`src/design/dnve_pkg.sv`:
```
// ----------------------------------------------------------------------------
// dnve_pkg
// Shared types, character codes and helpers of the DN value escaper.
// ----------------------------------------------------------------------------
package dnve_pkg;

   localparam int unsigned CharWidth = 21;

   typedef logic [CharWidth-1:0] char_type;

   localparam char_type CH_SPACE     = 21'h000020;
   localparam char_type CH_QUOTE     = 21'h000022;
   localparam char_type CH_BACKSLASH = 21'h00005C;
   localparam char_type CH_COMMA     = 21'h00002C;
   localparam char_type CH_PLUS      = 21'h00002B;
   localparam char_type CH_LESS      = 21'h00003C;
   localparam char_type CH_GREATER   = 21'h00003E;
   localparam char_type CH_SEMICOLON = 21'h00003B;
   localparam char_type CH_HASH      = 21'h000023;
   localparam char_type CH_EQUALS    = 21'h00003D;

   // One escaped input character: optional backslash, then the character.
   typedef struct packed {
      logic     valid;
      logic     bs;
      char_type ch;
   } emit_type;

   // All results caused by one input transfer.
   typedef struct packed {
      emit_type e0;
      emit_type e1;
      logic     fin;
      logic     quote;
      logic     dspace;
   } grp_type;

   function automatic logic is_quote(input char_type ch);
      return (ch == CH_QUOTE) || (ch == CH_BACKSLASH);
   endfunction

   function automatic logic needs_bs(input char_type ch);
      return (ch == CH_QUOTE) || (ch == CH_BACKSLASH) || (ch == CH_COMMA) ||
             (ch == CH_PLUS) || (ch == CH_LESS) || (ch == CH_GREATER) ||
             (ch == CH_SEMICOLON) || (ch == CH_HASH) || (ch == CH_EQUALS);
   endfunction

endpackage

```
`src/design/dnve_if.sv`:
```
// ----------------------------------------------------------------------------
// dnve_req_if / dnve_rsp_if
// Valid/ready channels for input characters and escaped results.
// ----------------------------------------------------------------------------
interface dnve_req_if;
   logic                valid;
   logic                ready;
   dnve_pkg::char_type  in_char;
   logic                is_final;
   logic                quote_seed;

   modport source (output valid, in_char, is_final, quote_seed, input ready);
   modport sink   (input valid, in_char, is_final, quote_seed, output ready);
endinterface

interface dnve_rsp_if;
   logic                valid;
   logic                ready;
   dnve_pkg::char_type  out_char;
   logic                run_end;
   logic                string_end;
   logic                quote_seen;
   logic                double_space;

   modport source (output valid, out_char, run_end, string_end, quote_seen,
                   double_space, input ready);
   modport sink   (input valid, out_char, run_end, string_end, quote_seen,
                   double_space, output ready);
endinterface

```
`src/design/dnve_core.sv`:
```
// ----------------------------------------------------------------------------
// dnve_core
// Held-character state and escape decision for one input transfer.
// ----------------------------------------------------------------------------
module dnve_core (
   input  logic               clock,
   input  logic               reset,
   input  logic               accept,
   input  dnve_pkg::char_type in_char,
   input  logic               is_final,
   input  logic               quote_seed,
   output logic               has_results,
   output dnve_pkg::grp_type  grp
);

   dnve_pkg::char_type held_char_ff, held_char_in;
   logic held_valid_ff, held_valid_in;
   logic held_first_ff, held_first_in;
   logic escape_run_ff, escape_run_in;
   logic quote_flag_ff, quote_flag_in;
   logic space_pair_ff, space_pair_in;

   logic held_sp, next_sp, er1, spf1, q1, q2;

   always_comb begin
      held_char_in  = held_char_ff;
      held_valid_in = held_valid_ff;
      held_first_in = held_first_ff;
      escape_run_in = escape_run_ff;
      quote_flag_in = quote_flag_ff;
      space_pair_in = space_pair_ff;
      has_results   = 1'b0;
      grp           = '0;
      held_sp       = (held_char_ff == dnve_pkg::CH_SPACE);
      next_sp       = (in_char == dnve_pkg::CH_SPACE);
      er1           = held_sp & (escape_run_ff | next_sp | held_first_ff);
      spf1          = space_pair_ff | (held_sp & next_sp);
      q1            = quote_flag_ff | dnve_pkg::is_quote(held_char_ff);
      q2            = q1 | dnve_pkg::is_quote(in_char);
      if (!held_valid_ff) begin
         escape_run_in = 1'b0;
         space_pair_in = 1'b0;
         quote_flag_in = quote_seed;
         if (is_final) begin
            has_results    = 1'b1;
            grp.e0.valid   = 1'b1;
            grp.e0.bs      = next_sp | dnve_pkg::needs_bs(in_char);
            grp.e0.ch      = in_char;
            grp.fin        = 1'b1;
            grp.quote      = quote_seed | dnve_pkg::is_quote(in_char);
            grp.dspace     = 1'b0;
            quote_flag_in  = grp.quote;
            held_char_in   = '0;
            held_first_in  = 1'b0;
         end else begin
            held_char_in  = in_char;
            held_valid_in = 1'b1;
            held_first_in = 1'b1;
         end
      end else begin
         has_results  = 1'b1;
         grp.e0.valid = 1'b1;
         grp.e0.bs    = held_sp ? er1 : dnve_pkg::needs_bs(held_char_ff);
         grp.e0.ch    = held_char_ff;
         space_pair_in = spf1;
         if (is_final) begin
            grp.e1.valid  = 1'b1;
            grp.e1.bs     = next_sp | dnve_pkg::needs_bs(in_char);
            grp.e1.ch     = in_char;
            grp.fin       = 1'b1;
            grp.quote     = q2;
            grp.dspace    = spf1;
            quote_flag_in = q2;
            held_char_in  = '0;
            held_valid_in = 1'b0;
            held_first_in = 1'b0;
            escape_run_in = 1'b0;
         end else begin
            quote_flag_in = q1;
            held_char_in  = in_char;
            held_first_in = 1'b0;
            escape_run_in = er1;
         end
      end
   end

   always_ff @(posedge clock) begin
      if (reset) begin
         held_char_ff  <= '0;
         held_valid_ff <= 1'b0;
         held_first_ff <= 1'b0;
         escape_run_ff <= 1'b0;
         quote_flag_ff <= 1'b0;
         space_pair_ff <= 1'b0;
      end else if (accept) begin
         held_char_ff  <= held_char_in;
         held_valid_ff <= held_valid_in;
         held_first_ff <= held_first_in;
         escape_run_ff <= escape_run_in;
         quote_flag_ff <= quote_flag_in;
         space_pair_ff <= space_pair_in;
      end
   end

endmodule

```
`src/design/dnve_serializer.sv`:
```
// ----------------------------------------------------------------------------
// dnve_serializer
// Result register that drains one result group, one character per transfer.
// ----------------------------------------------------------------------------
module dnve_serializer (
   input  logic              clock,
   input  logic              reset,
   input  logic              load,
   input  dnve_pkg::grp_type grp_in,
   output logic              free,
   dnve_rsp_if.source        rsp_if
);

   localparam logic [1:0] POS_E0_BS = 2'd0;
   localparam logic [1:0] POS_E0_CH = 2'd1;
   localparam logic [1:0] POS_E1_BS = 2'd2;
   localparam logic [1:0] POS_E1_CH = 2'd3;

   dnve_pkg::grp_type grp_ff;
   logic              busy_ff, busy_in;
   logic [1:0]        pos_ff, pos_in, load_pos;
   logic              last, take;

   assign take = busy_ff & rsp_if.ready;
   assign free = ~busy_ff | (take & last);

   always_comb begin
      last = 1'b0;
      unique case (pos_ff)
         POS_E0_BS: last = 1'b0;
         POS_E0_CH: last = ~grp_ff.e1.valid;
         POS_E1_BS: last = 1'b0;
         POS_E1_CH: last = 1'b1;
         default:   last = 1'b1;
      endcase
   end

   always_comb begin
      if (grp_in.e0.valid) begin
         load_pos = grp_in.e0.bs ? POS_E0_BS : POS_E0_CH;
      end else begin
         load_pos = grp_in.e1.bs ? POS_E1_BS : POS_E1_CH;
      end
   end

   always_comb begin
      busy_in = busy_ff;
      pos_in  = pos_ff;
      if (take) begin
         if (last) begin
            busy_in = 1'b0;
         end else if (pos_ff == POS_E0_CH) begin
            pos_in = grp_ff.e1.bs ? POS_E1_BS : POS_E1_CH;
         end else begin
            pos_in = pos_ff + 2'd1;
         end
      end
      if (load) begin
         busy_in = 1'b1;
         pos_in  = load_pos;
      end
   end

   always_ff @(posedge clock) begin
      if (reset) begin
         busy_ff <= 1'b0;
         pos_ff  <= POS_E0_BS;
      end else begin
         busy_ff <= busy_in;
         pos_ff  <= pos_in;
      end
   end

   always_ff @(posedge clock) begin
      if (load) begin
         grp_ff <= grp_in;
      end
   end

   always_comb begin
      unique case (pos_ff)
         POS_E0_BS: rsp_if.out_char = dnve_pkg::CH_BACKSLASH;
         POS_E0_CH: rsp_if.out_char = grp_ff.e0.ch;
         POS_E1_BS: rsp_if.out_char = dnve_pkg::CH_BACKSLASH;
         POS_E1_CH: rsp_if.out_char = grp_ff.e1.ch;
         default:   rsp_if.out_char = grp_ff.e1.ch;
      endcase
   end

   assign rsp_if.valid        = busy_ff;
   assign rsp_if.run_end      = last;
   assign rsp_if.string_end   = last & grp_ff.fin;
   assign rsp_if.quote_seen   = last & grp_ff.fin & grp_ff.quote;
   assign rsp_if.double_space = last & grp_ff.fin & grp_ff.dspace;

endmodule

```
`src/design/dn_value_escaper.sv`:
```
// ----------------------------------------------------------------------------
// dn_value_escaper
// Streaming escaper for directory-name attribute values.
// ----------------------------------------------------------------------------
// Characters arrive one per transfer with an end-of-string mark; the block
// holds one character back, decides its escape from the character after it,
// and emits one to four result characters per input through a result register
// that drains one character per cycle while the receiver is ready. A new input
// is taken in the cycle the last result of the previous input transfers, so the
// block takes no new input while it still holds results of the previous one;
// the first character of a multi-character string produces no result.
// ----------------------------------------------------------------------------
module dn_value_escaper (
   input  logic       clock,
   input  logic       reset,
   dnve_req_if.sink   req_if,
   dnve_rsp_if.source rsp_if
);

   logic              accept;
   logic              free;
   logic              has_results;
   dnve_pkg::grp_type grp;

   assign req_if.ready = free;
   assign accept       = req_if.valid & free;

   dnve_core u_core (
      .clock       (clock),
      .reset       (reset),
      .accept      (accept),
      .in_char     (req_if.in_char),
      .is_final    (req_if.is_final),
      .quote_seed  (req_if.quote_seed),
      .has_results (has_results),
      .grp         (grp)
   );

   dnve_serializer u_serializer (
      .clock  (clock),
      .reset  (reset),
      .load   (accept & has_results),
      .grp_in (grp),
      .free   (free),
      .rsp_if (rsp_if)
   );

endmodule
```
`src/flat_wrapper.sv`:
```
// flat-port wrapper written by rule: the top's interface ports become plain ports
module dn_value_escaper_flat 
  (clock, reset, req_if_valid, req_if_in_char, req_if_is_final, req_if_quote_seed, req_if_ready, rsp_if_valid, rsp_if_out_char, rsp_if_run_end, rsp_if_string_end, rsp_if_quote_seen, rsp_if_double_space, rsp_if_ready);
  dnve_req_if req_if_i ();
  dnve_rsp_if rsp_if_i ();
  input  logic clock;
  input  logic reset;
  input wire logic [$bits(req_if_i.valid)-1:0] req_if_valid;
  input wire logic [$bits(req_if_i.in_char)-1:0] req_if_in_char;
  input wire logic [$bits(req_if_i.is_final)-1:0] req_if_is_final;
  input wire logic [$bits(req_if_i.quote_seed)-1:0] req_if_quote_seed;
  output wire logic [$bits(req_if_i.ready)-1:0] req_if_ready;
  output wire logic [$bits(rsp_if_i.valid)-1:0] rsp_if_valid;
  output wire logic [$bits(rsp_if_i.out_char)-1:0] rsp_if_out_char;
  output wire logic [$bits(rsp_if_i.run_end)-1:0] rsp_if_run_end;
  output wire logic [$bits(rsp_if_i.string_end)-1:0] rsp_if_string_end;
  output wire logic [$bits(rsp_if_i.quote_seen)-1:0] rsp_if_quote_seen;
  output wire logic [$bits(rsp_if_i.double_space)-1:0] rsp_if_double_space;
  input wire logic [$bits(rsp_if_i.ready)-1:0] rsp_if_ready;
  assign req_if_i.valid = req_if_valid;
  assign req_if_i.in_char = req_if_in_char;
  assign req_if_i.is_final = req_if_is_final;
  assign req_if_i.quote_seed = req_if_quote_seed;
  assign req_if_ready = req_if_i.ready;
  assign rsp_if_valid = rsp_if_i.valid;
  assign rsp_if_out_char = rsp_if_i.out_char;
  assign rsp_if_run_end = rsp_if_i.run_end;
  assign rsp_if_string_end = rsp_if_i.string_end;
  assign rsp_if_quote_seen = rsp_if_i.quote_seen;
  assign rsp_if_double_space = rsp_if_i.double_space;
  assign rsp_if_i.ready = rsp_if_ready;
  dn_value_escaper u_core (.clock(clock), .reset(reset), .req_if(req_if_i), .rsp_if(rsp_if_i));
endmodule
```
`config.mk`:
```
export PLATFORM = sky130hd
export DESIGN_NAME = dn_value_escaper_flat
export DESIGN_NICKNAME = d
export VERILOG_FILES = /design/src/design/dnve_pkg.sv /design/src/design/dnve_if.sv /design/src/design/dnve_core.sv /design/src/design/dnve_serializer.sv /design/src/design/dn_value_escaper.sv /design/src/flat_wrapper.sv
export SDC_FILE = /design/constraint.sdc
export NUM_CORES = 1
export LEC_CHECK = 0
export BUFFER_PORTS_ARGS = -buffer_cell sky130_fd_sc_hd__buf_2
export CAP_MARGIN = 20
export CORE_ASPECT_RATIO = 1.2
export CORE_MARGIN = 2
export CORE_UTILIZATION = 26
export CTS_CLUSTER_SIZE = 40
export DETAILED_ROUTE_END_ITERATION = 10
export HOLD_SLACK_MARGIN = 0.15
export PLACE_DENSITY = 0.45
export SYNTH_ARGS = -nofsm -noshare
export SYNTH_HDL_FRONTEND = slang
export SYNTH_HIERARCHICAL = 1
export SYNTH_SLANG_ARGS = --single-unit
```
`constraint.sdc`:
```
create_clock -name clock -period 3.8 [get_ports clock]
set_input_delay 0.38 -clock clock [delete_from_list [all_inputs] [get_ports clock]]
set_output_delay 0.38 -clock clock [all_outputs]
set_load 0.02 [all_outputs]
```
* Yosys cells after proc, flatten, opt, wreduce, memory -nomap -nowiden *
Index checks and enable logic that the tools add are counted.

storage, ports and cells
  bits in registers = 76
  latch bits = 0
  memory bits (writable) = 0
  bits in read-only memories = 0
  input port bits = 27
  output and inout port bits = 27
  logic and storage cells = 113
  memories kept = 0

cells by class
  $add $sub $neg = 1
  $mul = 0
  div/mod/pow operators = 0
  order comparisons = 0
  equality and inequality tests = 24
  shifts and indexed selects = 0
  mux-type cells = 31
  bitwise logic cells = 19
  reduce and logical (&&, ||, !) cells = 23

operators by type and width
  cell                   count
  $eq A21 B6 Y1 const B  18
  $pmux W21 S3           1
  $mux W23               2
  $eq A21 B7 Y1 const B  2
  $mux W26               1
  $mux W22               1
  $mux W21               1
  $mux W1                17
  $logic_or A1 B1 Y1     16
  $mux W2                5
  $and A1 B1 Y1          9
  $or A1 B1 Y1           8
  $mux W3                2
  $reduce_and A2 Y1      3
  $eq A2 B2 Y1 const B   2
  $reduce_bool A2 Y1     2
  $pmux W1 S3            1
  $add A2 B1 Y2 const B  1
  $eq A2 B1 Y1 const B   1
  $logic_not A2 Y1       1
  $ne A2 B2 Y1 const B   1
  $not A1 Y1             2
  $reduce_or A2 Y1       1

* Depth between registers and ports, before layout *
  word-level depth = 15
  mapped depth = 12
  mapped depth without buffers = 10

* Cells and area by module *
The synthesis kept the hierarchy.

modules (own cells, without submodules)
  module            times used  cells each  area each (µm²)  seq. area each (µm²)
  dnve_serializer   1           151         2048.2           1471.4
  dnve_core         1           238         1762.9           520.5
  dn_value_escaper  1           2           12.5             0.0

* Worst setup path after synthesis *
OpenSTA, ideal clock, no wires.

  kind = flip-flop to flip-flop
  from = register u_core.u_serializer.pos_ff[1]
  to = register u_core.u_serializer.pos_ff[1]
  library setup time = 0.091 ns
  data arrival time = 2.875 ns
  required time = 3.709 ns
  slack = 0.834 ns
  stages on the path, launching flop included = 10
  buffers on the path = 1
  clock period less this slack = 2.966 ns
  path through = dfxtp_1 > inv_1 > ha_1 > buf_6 > o21ai_1 > nand2_1 > nand2_1 > and3_1 > inv_1 > a311oi_1

between the ends
  cells in the longest elaborated chain, start to end = 9
  elaborated cells between the ends (all ways) = 18
  those cells by class = add/sub: 1; eq/ne: 4; mux: 5; bitwise: 4; reduce/logical: 4

RTL lines
  item                                                                        line                    text
  start, declared                                                             dnve_serializer.sv:21   logic [1:0] pos_ff, pos_in, load_pos;
  start signal, assigned                                                      dnve_serializer.sv:70   pos_ff <= pos_in;
  $eq A2 B2 Y1 / $logic_not A2 Y1 (equally long branches)                     dnve_serializer.sv:29   unique case (pos_ff)
  $reduce_or A2 Y1 (no source line)                                           --
  $pmux W1 S3 *                                                               dnve_serializer.sv:29
  $and A1 B1 Y1 *                                                             dnve_serializer.sv:25   assign free = ~busy_ff | (take & last);
  $or A1 B1 Y1 *                                                              dnve_serializer.sv:25
  net req_if_ready                                                            flat_wrapper.sv:12      output wire logic [$bits(req_if_i.ready)-1:0] req_if_ready;
  $and A1 B1 Y1 *                                                             dn_value_escaper.sv:26  assign accept = req_if.valid & free;
  $and A1 B1 Y1 *                                                             dn_value_escaper.sv:42  .load (accept & has_results),
  $ne A2 B2 Y1 (no source line) / $reduce_bool A2 Y1 (equally long branches)  --
  $reduce_and A2 Y1 (no source line)                                          --

The timed path passes the listed nets; every way through them passes the cells marked *. The select of a mux whose other input is x is not followed.
A chain may end at the register's enable or synchronous reset.

* Final worst setup path *
  from = register u_core.u_serializer.pos_ff[1]
  to = output port rsp_if_out_char[4]

between the ends
  cells in the longest elaborated chain, start to end = 3
  elaborated cells between the ends (all ways) = 6
  those cells by class = eq/ne: 3; mux: 1; reduce/logical: 2

RTL lines
  item                                                     line                   text
  $eq A2 B2 Y1 / $logic_not A2 Y1 (equally long branches)  dnve_serializer.sv:81  unique case (pos_ff)
  $reduce_or A2 Y1 (no source line)                        --
  $pmux W21 S3 *                                           dnve_serializer.sv:81
  end, declared                                            flat_wrapper.sv:14     output wire logic [$bits(rsp_if_i.out_char)-1:0] rsp_if_out_char;

Every way passes the cells marked *; elsewhere a longest branch is shown, timed or not.

==> reports/qor.csv <==
metric,value,unit
num ports,54,
setup tns final,0,ps
Core Box Area,0.01441,sq mm
fin crit share,65.90,%
fillers,1504,
vias in the first global route,2751,
number of max-cap violations,0,
"Reg clk slew, reported paths",70,ps
GP Congestion,0.8939,
first-pass GRT wire length,15.37,mm
pwr/cell area,473.6,mW/mm^2
root buffer cell,clkbuf_16,
Starting Density,26.53,%
pins over their slew limit,0,
Max transition margin,61.65,%
min cycle time layout,2504,ps
Post-DP HPWL,6.861,mm
Port Buffer Count,53,
routed via count,2957,
share of cells above drive strength 1,20.68,%
TritonCTS Buffers,9,
register area,0.001992,sq mm
Final Power,2.150,mW
cts hold-fix bufs,0,
routed wire length,9.576,mm
Post-Syn Nets,424,
Yosys cell types,54,
Die Ht,136.8,um
Final ANT Viol Nets,0,
"Data required, critical path",3420,ps
static leakage,1.802,nW
Final nets,468,
number of synthesized flops with an enable pin,47,
Peak Freq,399.4,MHz
Worst-Margin Slew,575.2,ps
first drt pass iteration count,5,
Critical Path Start Type,flop,
CTS tree,built,
initial drt markers,232,
Peak supply drop,0.0001630,V
GRT Total Usage,12.69,%
unrepaired setup endpoints after global routing,no,
total die area,0.01570,sq mm
latest clock arrival within the worst-skew pair,330,ps
Via density,4.808,
CP Data Arrival Time,2120,ps
"Async S/R FF share, synth",0,%
Inserted Diodes,0,
Netlist Area Pre-Place,0.003824,sq mm
Syn Inst Count,391,
status,"complete, no violations",
H-tree levels,3,
"Worst Path Class, Setup",flop to primary output,
gr ovfl total,0,
worst-path maximum fanout,44,
Yosys reg bits,76,
final setup fails,0,
footprint of the multi-input gates,0.001634,sq mm
CTS sink count,76,
CTS resizes,0,
"Hold Vio Cnt, Final",0,
HP Class,input port to flop,
DR WL/cell,15.57,um
yosys warns,6,
area grow syn2layout,18.72,%
postcts setup bufs,0,
Post-Syn Area per Cell,9.779,sq um
initial antenna violation count,0,
CTS Buffer Depth,2,
pin count of the biggest net entering global routing,52,
Worst Skew,6.907,ps
DIE WIDTH,114.7,um
register area share after synthesis,52.09,%
crit end category,primary output,
Site Rows,48,
dominant synthesized flop cell,edfxtp_1,
DRC Markers,0,
-- critical path, cell delays in order (launching register included) --
cell	delay (ps)
dfxtp_1	380
inv_1	110
ha_1	260
buf_4	290
a2111oi_0	440
a21oi_1	110
buf_2	190
-- layout make-up --
| class | count | area share, % |
|---|---|---|
| multi-input combinational | 271 | 36.00 |
| timing repair buffer | 60 | 7.277 |
| sequential | 76 | 43.88 |
| clock inverter | 7 | 1.654 |
| inverter | 17 | 1.406 |
| clock buffer | 9 | 4.961 |
| tap | 175 | 4.824 |
-- placed cells by master (no fill, tap or decap), drive strengths merged, types with 22 or more instances in the layout --
cell type	netlist	final
a21oi	32	32
edfxtp	47	47
nor2	33	33
dfxtp	29	29
nor2b	22	22
buf	11	60
and3	25	25
nand2	47	47
o21ai	26	26
-- metal layers --
metal	up-vias	part of all wire [%]	GRT usage (%)
met1	1387	51	18.86
met2	63	43	17.39
met5	-	0	0
met3	12	4.5	3.056
met4	0	2.0	5.355
li1	1495	-	-
-- power breakdown --
group          total [mW]  switching [mW]  leakage, nW  internal (mW)
registers           0.960          0.0249        0.688          0.935
logic               0.332           0.220        0.976          0.113
clock network       0.857           0.346        0.138          0.512
-- metrics by stage --
stage	cells	setup slack [ps]	area (sq um)	hold WS (ps)	util, %
floorplan	391	833.6	3824	446.5	-
CTS	615	1218	4539	329.7	31.49
global placement	599	1418	4239	461.3	29.41
detailed placement	599	1328	4239	482.4	29.41
finish	615	1296	4539	343.1	31.49
global route	615	1048	4539	342.5	31.49
-- final timing paths --
kind / startpoint / end / slack, ps / cells past startpoint
worst max-delay path: u_core/u_serializer/pos_ff[1] / rsp_if_out_char[4] / 1300 / 6
worst min-delay path: req_if_in_char[14] / u_core/u_core/held_char_ff[14] / 340 / 3
worst max register to register: u_core/u_serializer/pos_ff[0] / u_core/u_core/escape_run_ff / 1310 / 12
worst min register to register: u_core/u_core/escape_run_ff / u_core/u_core/escape_run_ff / 500 / 2
-- cells by family after synthesis --
logic type,count (synthesis),share of synthesized area [%]
compound gates,99,17.70
mux,3,0.8181
flops,76,52.09
fa+ha+maj,8,2.520
simple gates,161,21.66
buf+inv,44,5.203
-- flip-flops by register name (all words and copies together), names as in the netlist --
name,flops
u_core/u_core/escape_run_ff,1
u_core/u_serializer/grp_ff,47
u_core/u_core/held_valid_ff,1
u_core/u_core/space_pair_ff,1
u_core/u_core/quote_flag_ff,1
u_core/u_core/held_char_ff,21
u_core/u_serializer/rsp_if.valid,1
u_core/u_serializer/pos_ff,2
u_core/u_core/held_first_ff,1
-- cells in the mapped netlist, types with 7 or more instances --
library cell | count | share of area [%]
a21oi_1 | 30 | 3.9
a22o_1 | 19 | 4.4
and3_1 | 24 | 3.9
clkbuf_1 | 16 | 1.6
dfxtp_1 | 29 | 15
edfxtp_1 | 47 | 37
inv_1 | 15 | 1.5
nand2_1 | 47 | 4.6
nor2_1 | 33 | 3.2
nor2b_1 | 22 | 3.6
nor3_1 | 7 | 0.92
o21ai_0 | 9 | 1.2
o21ai_1 | 16 | 2.1
Power figures use the tool's default switching activity.
